[src/rtl/mmar_pkg.sv]
`default_nettype none

package mmar_pkg;

   // default build-time sizes
   localparam int unsigned DEF_WINDOW      = 8;
   localparam int unsigned DEF_CHANNELS    = 8;
   localparam int unsigned DEF_SAMPLE_BITS = 12;

   // fixed port field widths
   localparam int unsigned ACTION_W  = 1;
   localparam int unsigned CHANNEL_W = 3;
   localparam int unsigned RAW_W     = 12;
   localparam int unsigned VALUE_W   = 12;
   localparam int unsigned THRESH_W  = 12;

   localparam logic [THRESH_W-1:0] THRESH_RESET = 12'd1;

   // action codes
   localparam logic [ACTION_W-1:0] ACT_PRIME  = 1'b0;
   localparam logic [ACTION_W-1:0] ACT_FILTER = 1'b1;

endpackage

`default_nettype wire

[src/rtl/mmar_ram.sv]
`default_nettype none

module mmar_ram #(
   parameter  int unsigned WIDTH  = 8,
   parameter  int unsigned DEPTH  = 8,
   localparam int unsigned ADDR_W = (DEPTH > 1) ? $clog2(DEPTH) : 1
) (
   input  wire logic              clock,
   input  wire logic              wr_en,
   input  wire logic [ADDR_W-1:0] wr_addr,
   input  wire logic [WIDTH-1:0]  wr_data,
   input  wire logic              rd_en,
   input  wire logic [ADDR_W-1:0] rd_addr,
   output      logic [WIDTH-1:0]  rd_data
);

   logic [WIDTH-1:0] mem_ff [DEPTH];
   logic [WIDTH-1:0] rd_data_ff;

   always_ff @(posedge clock) begin
      if (wr_en) begin
         mem_ff[wr_addr] <= wr_data;
      end
   end

   // registered read, data holds until the next read
   always_ff @(posedge clock) begin
      if (rd_en) begin
         rd_data_ff <= mem_ff[rd_addr];
      end
   end

   assign rd_data = rd_data_ff;

endmodule

`default_nettype wire

[src/rtl/multichannel_moving_average_reporter_unit.sv]
`default_nettype none

// Per-channel moving average over a power-of-two window of converter samples.
// Each channel keeps a circular sample history (one RAM, CHANNELS*WINDOW
// entries) and a state word with running sum, write slot, last reported value
// and a filled flag (a second RAM, CHANNELS entries). A filter word is handled
// in steps: the accept cycle reads the channel state word, the read state
// reads the history entry at the write slot, and the update state updates the
// sum and writes both RAMs back, loading a result when the average moved by
// more than the threshold since the last report. A prime word walks the
// history's single write port across the whole window, writing the state word
// with the last entry. A word with a channel index at or above CHANNELS is
// dropped on acceptance. The update cycle waits only while it has a result and
// the previous one has not been taken. Reset needs no clearing pass:
// per-channel valid bits stand for a zeroed state word, and the filled flag
// stands for history entries not yet written.
module multichannel_moving_average_reporter_unit
   import mmar_pkg::*;
#(
   parameter int unsigned WINDOW      = DEF_WINDOW,
   parameter int unsigned CHANNELS    = DEF_CHANNELS,
   parameter int unsigned SAMPLE_BITS = DEF_SAMPLE_BITS
) (
   input  wire logic                 clock,
   input  wire logic                 reset,

   input  wire logic                 req_valid,
   output      logic                 req_ready,
   input  wire logic [ACTION_W-1:0]  req_action,
   input  wire logic [CHANNEL_W-1:0] req_channel,
   input  wire logic [RAW_W-1:0]     req_sample,

   output      logic                 rsp_valid,
   input  wire logic                 rsp_ready,
   output      logic [CHANNEL_W-1:0] rsp_out_channel,
   output      logic [VALUE_W-1:0]   rsp_filtered_value,

   input  wire logic                 csr_write_enable,
   input  wire logic [THRESH_W-1:0]  csr_write_data
);

   localparam int unsigned SW     = $clog2(WINDOW);
   localparam int unsigned SUMW   = SAMPLE_BITS + SW;
   localparam int unsigned CHW    = (CHANNELS > 1) ? $clog2(CHANNELS) : 1;
   localparam int unsigned HDEPTH = CHANNELS * WINDOW;
   localparam int unsigned HAW    = (HDEPTH > 1) ? $clog2(HDEPTH) : 1;
   localparam int unsigned STW    = 1 + SAMPLE_BITS + SW + SUMW;
   localparam int unsigned DW     = (SAMPLE_BITS > THRESH_W) ? SAMPLE_BITS : THRESH_W;

   localparam logic [1:0] ST_IDLE  = 2'd0;
   localparam logic [1:0] ST_RDST  = 2'd1;
   localparam logic [1:0] ST_UPD   = 2'd2;
   localparam logic [1:0] ST_PRIME = 2'd3;

   localparam logic [SW-1:0] SLOT_LAST = SW'(WINDOW - 1);

   logic [1:0]             state_ff, state_in;
   logic [ACTION_W-1:0]    action_ff, action_in;
   logic [CHANNEL_W-1:0]   ch_ff, ch_in;
   logic [SAMPLE_BITS-1:0] smp_ff, smp_in;
   logic [SW-1:0]          cnt_ff, cnt_in;
   logic [CHANNELS-1:0]    vld_ff, vld_in;
   logic [THRESH_W-1:0]    thresh_ff, thresh_in;
   logic                   rsp_valid_ff, rsp_valid_in;
   logic [CHANNEL_W-1:0]   rsp_chan_ff, rsp_chan_in;
   logic [VALUE_W-1:0]     rsp_value_ff, rsp_value_in;

   logic                   accept;
   logic                   in_range;
   logic [CHW-1:0]         ch_idx;

   logic                   st_re, st_we;
   logic [CHW-1:0]         st_raddr, st_waddr;
   logic [STW-1:0]         st_wdata, st_rdata, st_cur;
   logic                   hist_re, hist_we;
   logic [HAW-1:0]         hist_raddr, hist_waddr;
   logic [SAMPLE_BITS-1:0] hist_rdata;

   logic [SUMW-1:0]        cur_sum, new_sum;
   logic [SW-1:0]          cur_slot;
   logic [SAMPLE_BITS-1:0] cur_last, old_smp, avg, diff;
   logic                   cur_full;
   logic                   report, out_free, upd_go, prime_end;

   assign req_ready = (state_ff == ST_IDLE);
   assign accept    = req_valid && req_ready;
   assign in_range  = 32'(req_channel) < CHANNELS;
   assign ch_idx    = CHW'(ch_ff);

   // a channel never written reads as an all-zero state word
   assign st_cur   = vld_ff[ch_idx] ? st_rdata : '0;
   assign cur_sum  = st_cur[SUMW-1:0];
   assign cur_slot = st_cur[SUMW +: SW];
   assign cur_last = st_cur[SUMW+SW +: SAMPLE_BITS];
   assign cur_full = st_cur[STW-1];

   // before the first wrap the slot entry was never written
   assign old_smp = cur_full ? hist_rdata : '0;
   assign new_sum = cur_sum - SUMW'(old_smp) + SUMW'(smp_ff);
   assign avg     = new_sum[SUMW-1:SW];
   assign diff    = (avg >= cur_last) ? (avg - cur_last) : (cur_last - avg);
   assign report  = DW'(diff) > DW'(thresh_ff);

   assign out_free  = !rsp_valid_ff || rsp_ready;
   assign upd_go    = (state_ff == ST_UPD) && (!report || out_free);
   assign prime_end = (state_ff == ST_PRIME) && (cnt_ff == SLOT_LAST);

   assign st_re    = accept && in_range;
   assign st_raddr = CHW'(req_channel);
   assign st_we    = upd_go || prime_end;
   assign st_waddr = ch_idx;
   assign st_wdata = upd_go ?
      {cur_full | (cur_slot == SLOT_LAST), report ? avg : cur_last,
       cur_slot + SW'(1), new_sum} :
      {1'b1, smp_ff, cur_slot, SUMW'(smp_ff) << SW};

   assign hist_re    = (state_ff == ST_RDST);
   assign hist_raddr = HAW'({ch_idx, cur_slot});
   assign hist_we    = upd_go || (state_ff == ST_PRIME);
   assign hist_waddr = HAW'({ch_idx, (state_ff == ST_PRIME) ? cnt_ff : cur_slot});

   mmar_ram #(
      .WIDTH (STW),
      .DEPTH (CHANNELS)
   ) u_state_ram (
      .clock   (clock),
      .wr_en   (st_we),
      .wr_addr (st_waddr),
      .wr_data (st_wdata),
      .rd_en   (st_re),
      .rd_addr (st_raddr),
      .rd_data (st_rdata)
   );

   mmar_ram #(
      .WIDTH (SAMPLE_BITS),
      .DEPTH (HDEPTH)
   ) u_hist_ram (
      .clock   (clock),
      .wr_en   (hist_we),
      .wr_addr (hist_waddr),
      .wr_data (smp_ff),
      .rd_en   (hist_re),
      .rd_addr (hist_raddr),
      .rd_data (hist_rdata)
   );

   always_comb begin
      state_in     = state_ff;
      action_in    = action_ff;
      ch_in        = ch_ff;
      smp_in       = smp_ff;
      cnt_in       = cnt_ff;
      vld_in       = vld_ff;
      thresh_in    = csr_write_enable ? csr_write_data : thresh_ff;
      rsp_valid_in = rsp_valid_ff && !rsp_ready;
      rsp_chan_in  = rsp_chan_ff;
      rsp_value_in = rsp_value_ff;

      if (accept) begin
         action_in = req_action;
         ch_in     = req_channel;
         smp_in    = SAMPLE_BITS'(req_sample);
      end

      if (st_we) begin
         vld_in[ch_idx] = 1'b1;
      end

      if (upd_go && report) begin
         rsp_valid_in = 1'b1;
         rsp_chan_in  = ch_ff;
         rsp_value_in = VALUE_W'(avg);
      end

      unique case (state_ff)
         ST_IDLE: begin
            cnt_in = '0;
            if (accept && in_range) begin
               state_in = (req_action == ACT_PRIME) ? ST_PRIME : ST_RDST;
            end
         end
         ST_RDST: begin
            state_in = ST_UPD;
         end
         ST_UPD: begin
            if (upd_go) begin
               state_in = ST_IDLE;
            end
         end
         ST_PRIME: begin
            if (prime_end) begin
               state_in = ST_IDLE;
            end else begin
               cnt_in = cnt_ff + SW'(1);
            end
         end
         default: begin
            state_in = ST_IDLE;
         end
      endcase
   end

   always_ff @(posedge clock) begin
      if (reset) begin
         state_ff     <= ST_IDLE;
         cnt_ff       <= '0;
         vld_ff       <= '0;
         thresh_ff    <= THRESH_RESET;
         rsp_valid_ff <= 1'b0;
      end else begin
         state_ff     <= state_in;
         cnt_ff       <= cnt_in;
         vld_ff       <= vld_in;
         thresh_ff    <= thresh_in;
         rsp_valid_ff <= rsp_valid_in;
      end
      action_ff    <= action_in;
      ch_ff        <= ch_in;
      smp_ff       <= smp_in;
      rsp_chan_ff  <= rsp_chan_in;
      rsp_value_ff <= rsp_value_in;
   end

   assign rsp_valid          = rsp_valid_ff;
   assign rsp_out_channel    = rsp_chan_ff;
   assign rsp_filtered_value = rsp_value_ff;

   // a new result only ever comes out of the update cycle of a filter word
   a_rsp_from_update: assert property (@(posedge clock) disable iff (reset)
      $rose(rsp_valid) |-> ($past(state_ff) == ST_UPD) && ($past(action_ff) == ACT_FILTER))
      else $error("result loaded outside a filter update");

   // history writes only while priming or updating
   a_hist_write_phase: assert property (@(posedge clock) disable iff (reset)
      hist_we |-> (state_ff == ST_PRIME) || (state_ff == ST_UPD))
      else $error("history written outside prime or update");

   // the channel state word is written once, as the last step of a word
   a_state_write_last: assert property (@(posedge clock) disable iff (reset)
      st_we |=> (state_ff == ST_IDLE) && vld_ff[$past(ch_idx)])
      else $error("state word written before the end of a word");

   // an in-range word always starts a read of its state word
   a_accept_starts: assert property (@(posedge clock) disable iff (reset)
      accept && in_range |=> (state_ff == ST_PRIME) || (state_ff == ST_RDST))
      else $error("accepted word did not start processing");

endmodule

`default_nettype wire

[config.mk]
export PLATFORM = sky130hd
export DESIGN_NAME = multichannel_moving_average_reporter_unit
export DESIGN_NICKNAME = d
export VERILOG_FILES = /design/src/rtl/mmar_pkg.sv /design/src/rtl/mmar_ram.sv /design/src/rtl/multichannel_moving_average_reporter_unit.sv
export SDC_FILE = /design/constraint.sdc
export NUM_CORES = 1
export LEC_CHECK = 0
export ABC_AREA = 1
export BUFFER_PORTS_ARGS = -buffer_cell sky130_fd_sc_hd__buf_2
export CAP_MARGIN = 40
export CELL_PAD_IN_SITES_DETAIL_PLACEMENT = 2
export CELL_PAD_IN_SITES_GLOBAL_PLACEMENT = 2
export CORE_UTILIZATION = 44
export CTS_CLUSTER_DIAMETER = 200
export CTS_CLUSTER_SIZE = 12
export DETAILED_ROUTE_END_ITERATION = 7
export PLACE_DENSITY_LB_ADDON = 0.08
export SLEW_MARGIN = 20
export SYNTH_ARGS = -nofsm -noshare
export SYNTH_HDL_FRONTEND = slang
export SYNTH_SLANG_ARGS = --single-unit
[constraint.sdc]
create_clock -name clock -period 8.8 [get_ports clock]
set_input_delay 1.32 -clock clock [delete_from_list [all_inputs] [get_ports clock]]
set_output_delay 1.32 -clock clock [all_outputs]
set_load 0.005 [all_outputs]
# Yosys cells after proc, flatten, opt, wreduce, memory -nomap -nowiden
# Memories as Yosys holds them, arrays and structs flattened. A register that Yosys moved wholly into a read port is not among the register bits.
# Cells that the tools add are included.
# W data, S select, Z words.
# totals
reg_bits	56
mem_bits_rw	1016
inputBits	33
out_inout_bits	17
wordCells	71
memories	2
# memory_table
memory	words	width	rd	rd_clocked_by_memory_dff	wr	line_no	source
u_hist_ram.mem_ff	64	12	1	1	1	mmar_ram.sv:17	logic [WIDTH-1:0] mem_ff [DEPTH];
u_state_ram.mem_ff	8	31	1	1	1	mmar_ram.sv:17	
# op_classes
add_sub_neg	6
order_cmp	4
n_eq_ne	9
muxes	22
bitwise_logic	2
reduce_logical	17
# ops
operator	count
$mux W31	2
$mux W12	3
$sub A12 B12 Y12	2
$add A15 B12 Y15	1
$sub A15 B12 Y15	1
$ge A12 B12 Y1	1
$gt A12 B12 Y1	1
$mux W2	4
$or A8 B8 Y8	1
$pmux W2 S4	1
$mux W1	7
$add A3 B1 Y3 const B	2
$eq A3 B3 Y1 const B	2
$logic_and A1 B1 Y1	6
$mux W3	2
$ne A2 B2 Y1 const B	3
$pmux W3 S2	1
$eq A2 B2 Y1 const B	2
$logic_or A1 B1 Y1	4
$lt A3 B4 Y1 const B	1
$bmux W1 S3	1
$demux W1 S3	1
$ge A3 B1 Y1 const B	1
$logic_not A1 Y1	3
7 further kinds	7

# Logic depth before layout (Yosys ltp)
# Gate-level depths: netlist of run 1.
# depth
word_depth	15
depth_mapped	50
ltp_nobuf	50

# Hierarchy
# From an unflattened synthesis of run 1, not the netlist that was laid out.
# unflattened
cells_unflattened	4546
area_unflattened_um2	48833.1
# by_module_without_submodules
module	instances	cells_each	area_per_inst_um2	seq_area_each_um2
mmar_ram at u_hist_ram	1	2661	31795.5	23422.5
mmar_ram at u_state_ram	1	1120	11787.6	8378.0
multichannel_moving_average_reporter_unit	1	765	5250.0	1421.4

# Worst setup path before layout of run 1
# No wires, ideal clock.
# synth_timing
kind	register to register
startpoint	reg ch_ff[0]
endpoint	mem u_hist_ram.mem_ff[0][0] in the netlist's numbering (enable)
setup_time_ns	0.380
t_arrival_ns	6.545
path_slack_ns	1.875
stages_incl_launch_ff	42
path_cell_list	edfxtp_1 > inv_2 > nand2_1 > nand2_1 > nand2_1 > nand2_1 > nand2_2 > nand2_4 > clkbuf_1 > nand2_1 > fa_1 > inv_1 > ha_1 > a21oi_1 > nand2_1 > a31o_2 > xnor2_1 > inv_1 > [... 6 more ...] > nand2_1 > nand2_1 > xor2_1 > nand2_1 > nand2_1 > inv_1 > ha_1 > a21oi_1 > nor2_1 > a211oi_1 > nand3_1 > nand2_2 > clkinv_1 > nand3_1 > nand2_1 > nand2_1 > nand2_1 > nor2_1
# synth_between
elab_chain_len	15
elab_cells_between_ends	18
# synth_rtl
item	line_no	source
from (decl)	multichannel_moving_average_reporter_unit.sv:59	logic [CHANNEL_W-1:0] ch_ff, ch_in;
from (signal assigned)	multichannel_moving_average_reporter_unit.sv:219	ch_ff <= ch_in;
$bmux W1 S3 *	multichannel_moving_average_reporter_unit.sv:91	assign st_cur = vld_ff[ch_idx] ? st_rdata : '0;
$mux W1 (implied by the code) *	multichannel_moving_average_reporter_unit.sv:91	
$mux W31 *	multichannel_moving_average_reporter_unit.sv:91	
$mux W12	multichannel_moving_average_reporter_unit.sv:98	assign old_smp = cur_full ? hist_rdata : '0;
$sub A15 B12 Y15 *	multichannel_moving_average_reporter_unit.sv:99	assign new_sum = cur_sum - SUMW'(old_smp) + SUMW'(smp_ff);
$add A15 B12 Y15 *	multichannel_moving_average_reporter_unit.sv:99	
named net new_sum[5]	multichannel_moving_average_reporter_unit.sv:79	logic [SUMW-1:0] cur_sum, new_sum;
$sub A12 B12 Y12 or $ge A12 B12 Y1 (tied branches)	multichannel_moving_average_reporter_unit.sv:101	assign diff = (avg >= cur_last) ? (avg - cur_last) : (cur_last - avg);
$mux W12 *	multichannel_moving_average_reporter_unit.sv:101	
$gt A12 B12 Y1 *	multichannel_moving_average_reporter_unit.sv:102	assign report = DW'(diff) > DW'(thresh_ff);
$logic_not A1 Y1 *	multichannel_moving_average_reporter_unit.sv:105	assign upd_go = (state_ff == ST_UPD) && (!report || out_free);
$logic_or A1 B1 Y1 *	multichannel_moving_average_reporter_unit.sv:105	
$logic_and A1 B1 Y1 *	multichannel_moving_average_reporter_unit.sv:105	
$logic_or A1 B1 Y1 *	multichannel_moving_average_reporter_unit.sv:119	assign hist_we = upd_go || (state_ff == ST_PRIME);
$mux W1 *	mmar_ram.sv:21	if (wr_en) begin
$mux W1 (implied by the code) *	mmar_ram.sv:22	mem_ff[wr_addr] <= wr_data;
to (decl)	mmar_ram.sv:17	
# Mark *: on every way through the listed nets, which the timed path passes. The rest lies on a longest branch. The select of a mux whose other input is x is not followed.

# Final worst setup path of run 1
# layout_timing
startpoint	reg ch_ff[0]
endpoint	mem u_hist_ram.mem_ff[19][5] in the netlist's numbering (enable)
# The elaborated chain is that of the path after synthesis.

==> flow_summary.toml, run 1 <==
[worst_setup_path]
r2r_cells = 43
rrSetupSlack_ns = 0.63
crit_required_ns = 9.18
critPathTopFamily = "simple AND/OR/NAND/NOR gates"
crit_path_end_kind = "flip-flop"
cpPeakStageDelay_ns = 0.53
critPathKind = "reg -> reg"
r2r_start = "ch_ff[0]"
cpMaxStageDelayCell = "fa_1"
crit_fanout = 17
r2r_end = "u_hist_ram.mem_ff[19][5]"
worst-path-buf-inv = 8
cp_common_cell = "nand2_1"
cp-start-kind = "flip-flop"
crit_start = "ch_ff[0]"
arrival_ns = 8.55

[grt]
grt_pass1_vias = 35800
grt.total_usage_pct = 30.3
grt_pass1_wl_um = 240000
gr-total-overflow = 0
antenna_found_initial = 9
grt_max_degree = 218

[clock_tree]
clk_pin_slew_ns = 0.06
ctsHoldBuffers = 0
clk_path_buf_depth = 3
cts-root-buf = "clkbuf_16"
clkSinkCount = 1115
cts_inserted_buffers = 102
htree_levels = 3
clk_latency_ns = 0.72
cts_tree = "built"

[sta]
slew_violations = 0
worst_pin_slew_ns = 1.06
fin_tns_setup_ns = 0
setup_viol = 0
hold_ws_ns = 0.471
fin_worst_skew_ns = 0.0369
min_period_ns = 8.17
fin_crit_sh_pct = 92.8
hold_viol_final = 0
max_freq_mhz = 122
relSlewSlack_pct = 29.3

[floorplan]
core_area_um2 = 106000
die_area_um2 = 109000
ioPinCount = 50
die_h_um = 330
die_w_um = 330
fp-row-count = 119
initial_utilization_pct = 44.6

[hold_path]
worstHoldEndpoint = "thresh_ff[7]"
hold_path_class = "reg -> reg"
hold_path_depth = 2
hold_start = "thresh_ff[7]"

[job]
cap_violations = 0

[finish]
final_cells = 5662
areaGrowthSynthToFinish_pct = 11.6
layout-drive-gt1-share_pct = 8.79
multi_input_area_um2 = 11900
final_common_cell = "edfxtp_1"
layout.nets = 4330
nFillCells = 10500
seq_area_um2 = 33200
final_cell_mix = "edfxtp_1 (1089), nor2_1 (757), nand2_1 (547)"
stdcell_area_um2 = 52800

[logic_synthesis]
synthCells = 4130
synth.yosys.warnings = 0
synthArstFlopShare_pct = 0
syn_avg_cell_area_um2 = 11.5
synth-seq-cells = 1115
synth_edf_count = 1089
syn_area_um2 = 47300
synth_ff_type = "edfxtp_1"
syn-num-nets = 4229
yosysUniqueCellTypes = 33
ys_seq_area_share_pct = 70.2

[drt]
wl_per_cell_um = 29.1
wl_um = 165000
viasPerCell = 5.85
dr.first_iter.drc_count = 2912
firstDrtPassIters = 5
drc = 0
dr_total_vias = 33100
ant_nets = 0

[power_and_ir_drop]
ir_drop_mv = 0.180
powerDensity_nw_per_um2 = 220
p_leak_nw = 19.6

[placed_design]
io_buffer_count = 49
routabilityCongestion = 0.832
dp_hpwl_um = 103000
dp.cells = 5506
place_area_um2 = 49800

[status]
status = "completed"
-- power by group --
| part | internal, mW | total, mW | switching [mW] | leakage, nW |
|---|---|---|---|---|
| Sequential | 6.00 | 6.05 | 0.0427 | 10.0 |
| Clock | 2.10 | 4.06 | 1.95 | 1.34 |
| Combinational | 0.412 | 1.53 | 1.12 | 8.26 |
-- synth_stat cells, types with 2 or more instances --
cell	n	share of area, %
a21oi_1	53	0.56
a31o_2	3	0.056
a31oi_1	31	0.41
buf_1	18	0.14
buf_2	66	0.70
buf_4	6	0.095
clkbuf_1	131	1.0
clkbuf_2	2	0.021
clkinv_1	11	0.087
dfxtp_1	26	1.1
edfxtp_1	1089	69
fa_1	14	0.59
ha_1	52	1.4
inv_1	348	2.8
inv_2	6	0.048
nand2_1	554	4.4
nand2_2	5	0.066
nand3_1	303	3.2
nand4_1	7	0.093
nor2_1	766	6.1
o211ai_1	182	2.9
o21ai_0	384	4.1
o21ai_1	4	0.042
o21bai_1	4	0.063
o22ai_1	31	0.41
xnor2_1	6	0.11
xor2_1	22	0.41
-- area by class of cell --
| class | count | share of cell area [%] |
|---|---|---|
| diodes | 3 | 0.0142 |
| clock buffers | 134 | 5.06 |
| clock inverters | 7 | 0.180 |
| inverters | 365 | 2.64 |
| multi-input cells | 2427 | 22.5 |
| flip-flops and latches | 1115 | 62.9 |
| well taps | 1391 | 3.30 |
| repair buffers | 220 | 3.37 |
-- tightest hold or removal path: stages, from the launching register on --
cell     delay (ns)
dfxtp_1        0.30
inv_1          0.06
a21oi_1        0.06
-- kinds of logic after synthesis --
family	after synthesis	share of synthesized area (%)
adders and majority gates	66	1.97
xor gates and xnor gates	28	0.518
AOI/OAI and AO/OA	696	8.58
buffers and inverters	588	4.89
DFF	1115	70.2
and+or+nand+nor	1637	13.9
-- worst max path at each step --
stage	endpoint	slack, ns	cells after the start
2_1_floorplan	u_hist_ram.mem_ff[0][0]	1.87	41
3_3_place_gp	u_hist_ram.mem_ff[36][8]	0.26	46
3_5_place_dp	u_hist_ram.mem_ff[36][6]	0.04	47
4_1_cts	u_state_ram.mem_ff[0][25]	0.004	45
5_1_grt	rsp_out_channel[1]	-0.04	49
6_report	u_hist_ram.mem_ff[19][5]	0.63	43
-- per-stage QoR --
stage	utilization [%]	power, mW	worst slack [ns]
floorplan	-	6.98	1.87
global placement	46.8	7.58	0.265
detailed placement	47.0	7.66	0.0450
CTS	49.6	11.7	0.00433
global route	49.8	12.0	-0.0384
finish	49.8	11.6	0.633
-- metal layers --
layer | global-route usage, % | wire length (um)
met1 | 40.3 | 69200
met2 | 51.7 | 82100
met3 | 3.95 | 8620
met4 | 9.06 | 5000
met5 | 0 | 50
-- sequential cells by signal, indices dropped and copies added (netlist names) --
register	cells
vld_ff	8
u_state_ram.rd_data	31
thresh_ff	12
smp_ff	12
ch_ff	3
rsp_filtered_value	12
u_hist_ram.mem_ff	768
u_state_ram.mem_ff	248
state_ff	2
u_hist_ram.rd_data	12
cnt_ff	3
rsp_valid	1
rsp_out_channel	3
-- timing repair --
item | in CTS | in global routing
setup endpoints to repair | 24 | 1106
resized for setup | 3 | 23
gates cloned | 0 | 0
setup buffers | 0 | 1
Note: power is estimated with default switching activity, not from simulation.
==> run 2, diff against run 1 <==
Settings changed: ABC_CLOCK_PERIOD_IN_PS from default to 8200, MAX_ROUTING_LAYER from default to met4.
Clock period 8.8 ns to 8.2 ns, I/O delays scaled along.
==> run 2 against run 1 <==
Net effect: first-iteration DRC count up 10%; hold slack gained 0.012 ns; global-route usage increased by 1.1 points; clock skew increased by 0.0020 ns; core utilization rose by 0.26 points; critical path depth increased by 2; highest routed layer is now met4; combinational power grew 10%; sequential share of layout area down 0.33 points; flip-flop and latch count is the same; final area grew 0.52%; wire length up 0.40%.
==> flow_summary.toml, run 2 (synthesized netlist as in run 1, its figures left out) <==
[status]
status = "completed"

[power_and_ir_drop]
p_leak_nw = 19.8
ir_drop_mv = 0.181
powerDensity_nw_per_um2 = 237

[sta]
min_period_ns = 7.84
max_freq_mhz = 128
hold_viol_final = 0
setup_viol = 0
relSlewSlack_pct = 27.9
worst_pin_slew_ns = 1.08
fin_crit_sh_pct = 95.6
hold_ws_ns = 0.483
slew_violations = 0
fin_worst_skew_ns = 0.0388

[grt]
grt_most_used_layer = "met2"
grt_pass1_wl_um = 241000
grt_pass1_vias = 35600
antenna_found_initial = 7
grt.total_usage_pct = 31.3
grt_max_degree = 193
grt_use_met1_pct = 40.9
gr-total-overflow = 0
grt.met3_usage_pct = 3.37
met2_usage_pct = 52.1

[drt]
ant_nets = 0
dr.first_iter.drc_count = 3205
firstDrtPassIters = 5
viasPerCell = 5.84
drc = 0
wl_per_cell_um = 29.2
dr_total_vias = 33200
wl_um = 166000

[finish]
areaGrowthSynthToFinish_pct = 12.1
nFillCells = 10500
largest_register = "u_hist_ram.mem_ff"
stdcell_area_um2 = 53100
final_common_cell = "edfxtp_1"
layout.nets = 4343
final_cell_mix = "edfxtp_1 (1089), nor2_1 (758), nand2_1 (543)"
layout-drive-gt1-share_pct = 9.32
final_cells = 5680
largest_reg_flops = 768

[clock_tree]
htree_levels = 3
clk_pin_slew_ns = 0.06
cts_inserted_buffers = 102
clkSinkCount = 1115
clk_path_buf_depth = 3
clk_latency_ns = 0.72
cts-root-buf = "clkbuf_16"
ctsHoldBuffers = 0
cts_tree = "built"

[placed_design]
dp_hpwl_um = 104000
dp.cells = 5513
place_area_um2 = 49900
routabilityCongestion = 0.856
io_buffer_count = 49

[hold_path]
hold_path_class = "reg -> reg"

[floorplan]
die_w_um = 330
die_h_um = 330
core_area_um2 = 106000
fp-row-count = 119
initial_utilization_pct = 44.6
die_area_um2 = 109000
ioPinCount = 50

[worst_setup_path]
cp-start-kind = "flip-flop"
cpMaxStageDelayCell = "o21ai_1"
critPathKind = "reg -> reg"
arrival_ns = 8.21
cpPeakStageDelay_ns = 0.81
crit_fanout = 39
crit_path_end_kind = "flip-flop"
cp_common_cell = "nand2_1"
crit_required_ns = 8.57

[job]
cap_violations = 0
run 2: final cells by class:
type                            count  area [um2]  share of cell area [%]
Antenna cell                        8        20.0                  0.0377
Clock inverter                      3        33.8                  0.0636
Tap cell                         1391        1740                    3.28
Timing Repair Buffer              233        1960                    3.69
Inverter                          365        1390                    2.62
Sequential cell                  1115       33200                    62.6
Multi-Input combinational cell   2427       11900                    22.5
Clock buffer                      138        2770                    5.22
run 2: stage by stage:
step                worst slack (ns)  setup TNS [ns]  utilization, %  total power [mW]
floorplan                       1.27               0               -              7.49
global placement               0.234               0            46.8              8.14
detailed placement            -0.341           -8.10            47.1              8.24
CTS                         0.000386               0            49.8              12.6
global route                 -0.0422           -1.55            50.1              12.9
finish                         0.357               0            50.1              12.6
run 2: where the power goes:
group,total [mW],switching [mW],internal (mW)
registers,6.48,0.0398,6.44
clock network,4.40,2.08,2.32
logic,1.69,1.23,0.457
run 2: critical path: cells and delay by family, from the launching register on:
kind / cells / cell delay [ns]
xor+xnor: 1 / 0.09
simple gates: 27 / 2.90
fa+ha+maj: 5 / 1.60
buf+inv: 8 / 1.04
flops: 1 / 0.42
compound gates: 4 / 1.39
run 2: path summary, 6_finish.rpt:
| path | depth (start not counted) | start | slack, ns | to |
|---|---|---|---|---|
| setup reg to reg | 45 | ch_ff[0] | 0.36 | u_state_ram.mem_ff[1][9] |
| setup / recovery | 45 | ch_ff[0] | 0.36 | u_state_ram.mem_ff[1][9] |
| hold / removal | 2 | vld_ff[0] | 0.48 | vld_ff[0] |
| hold reg to reg | 2 | vld_ff[0] | 0.48 | vld_ff[0] |
run 2: what timing repair did:
| item | in CTS | in global routing |
|---|---|---|
| pin swaps | 0 | 1 |
| buffers inserted | 1 | 8 |
| setup endpoints to repair | 78 | 1281 |
| gates resized for setup | 12 | 29 |
run 2: per-layer routing:
metal,routed length [um],part of all wire (%),vias up
met5,0,0,-
met4,4560,2.8,0
met3,8730,5.3,238
li1,-,-,14600
met1,69800,42,17400
met2,82600,50,1018
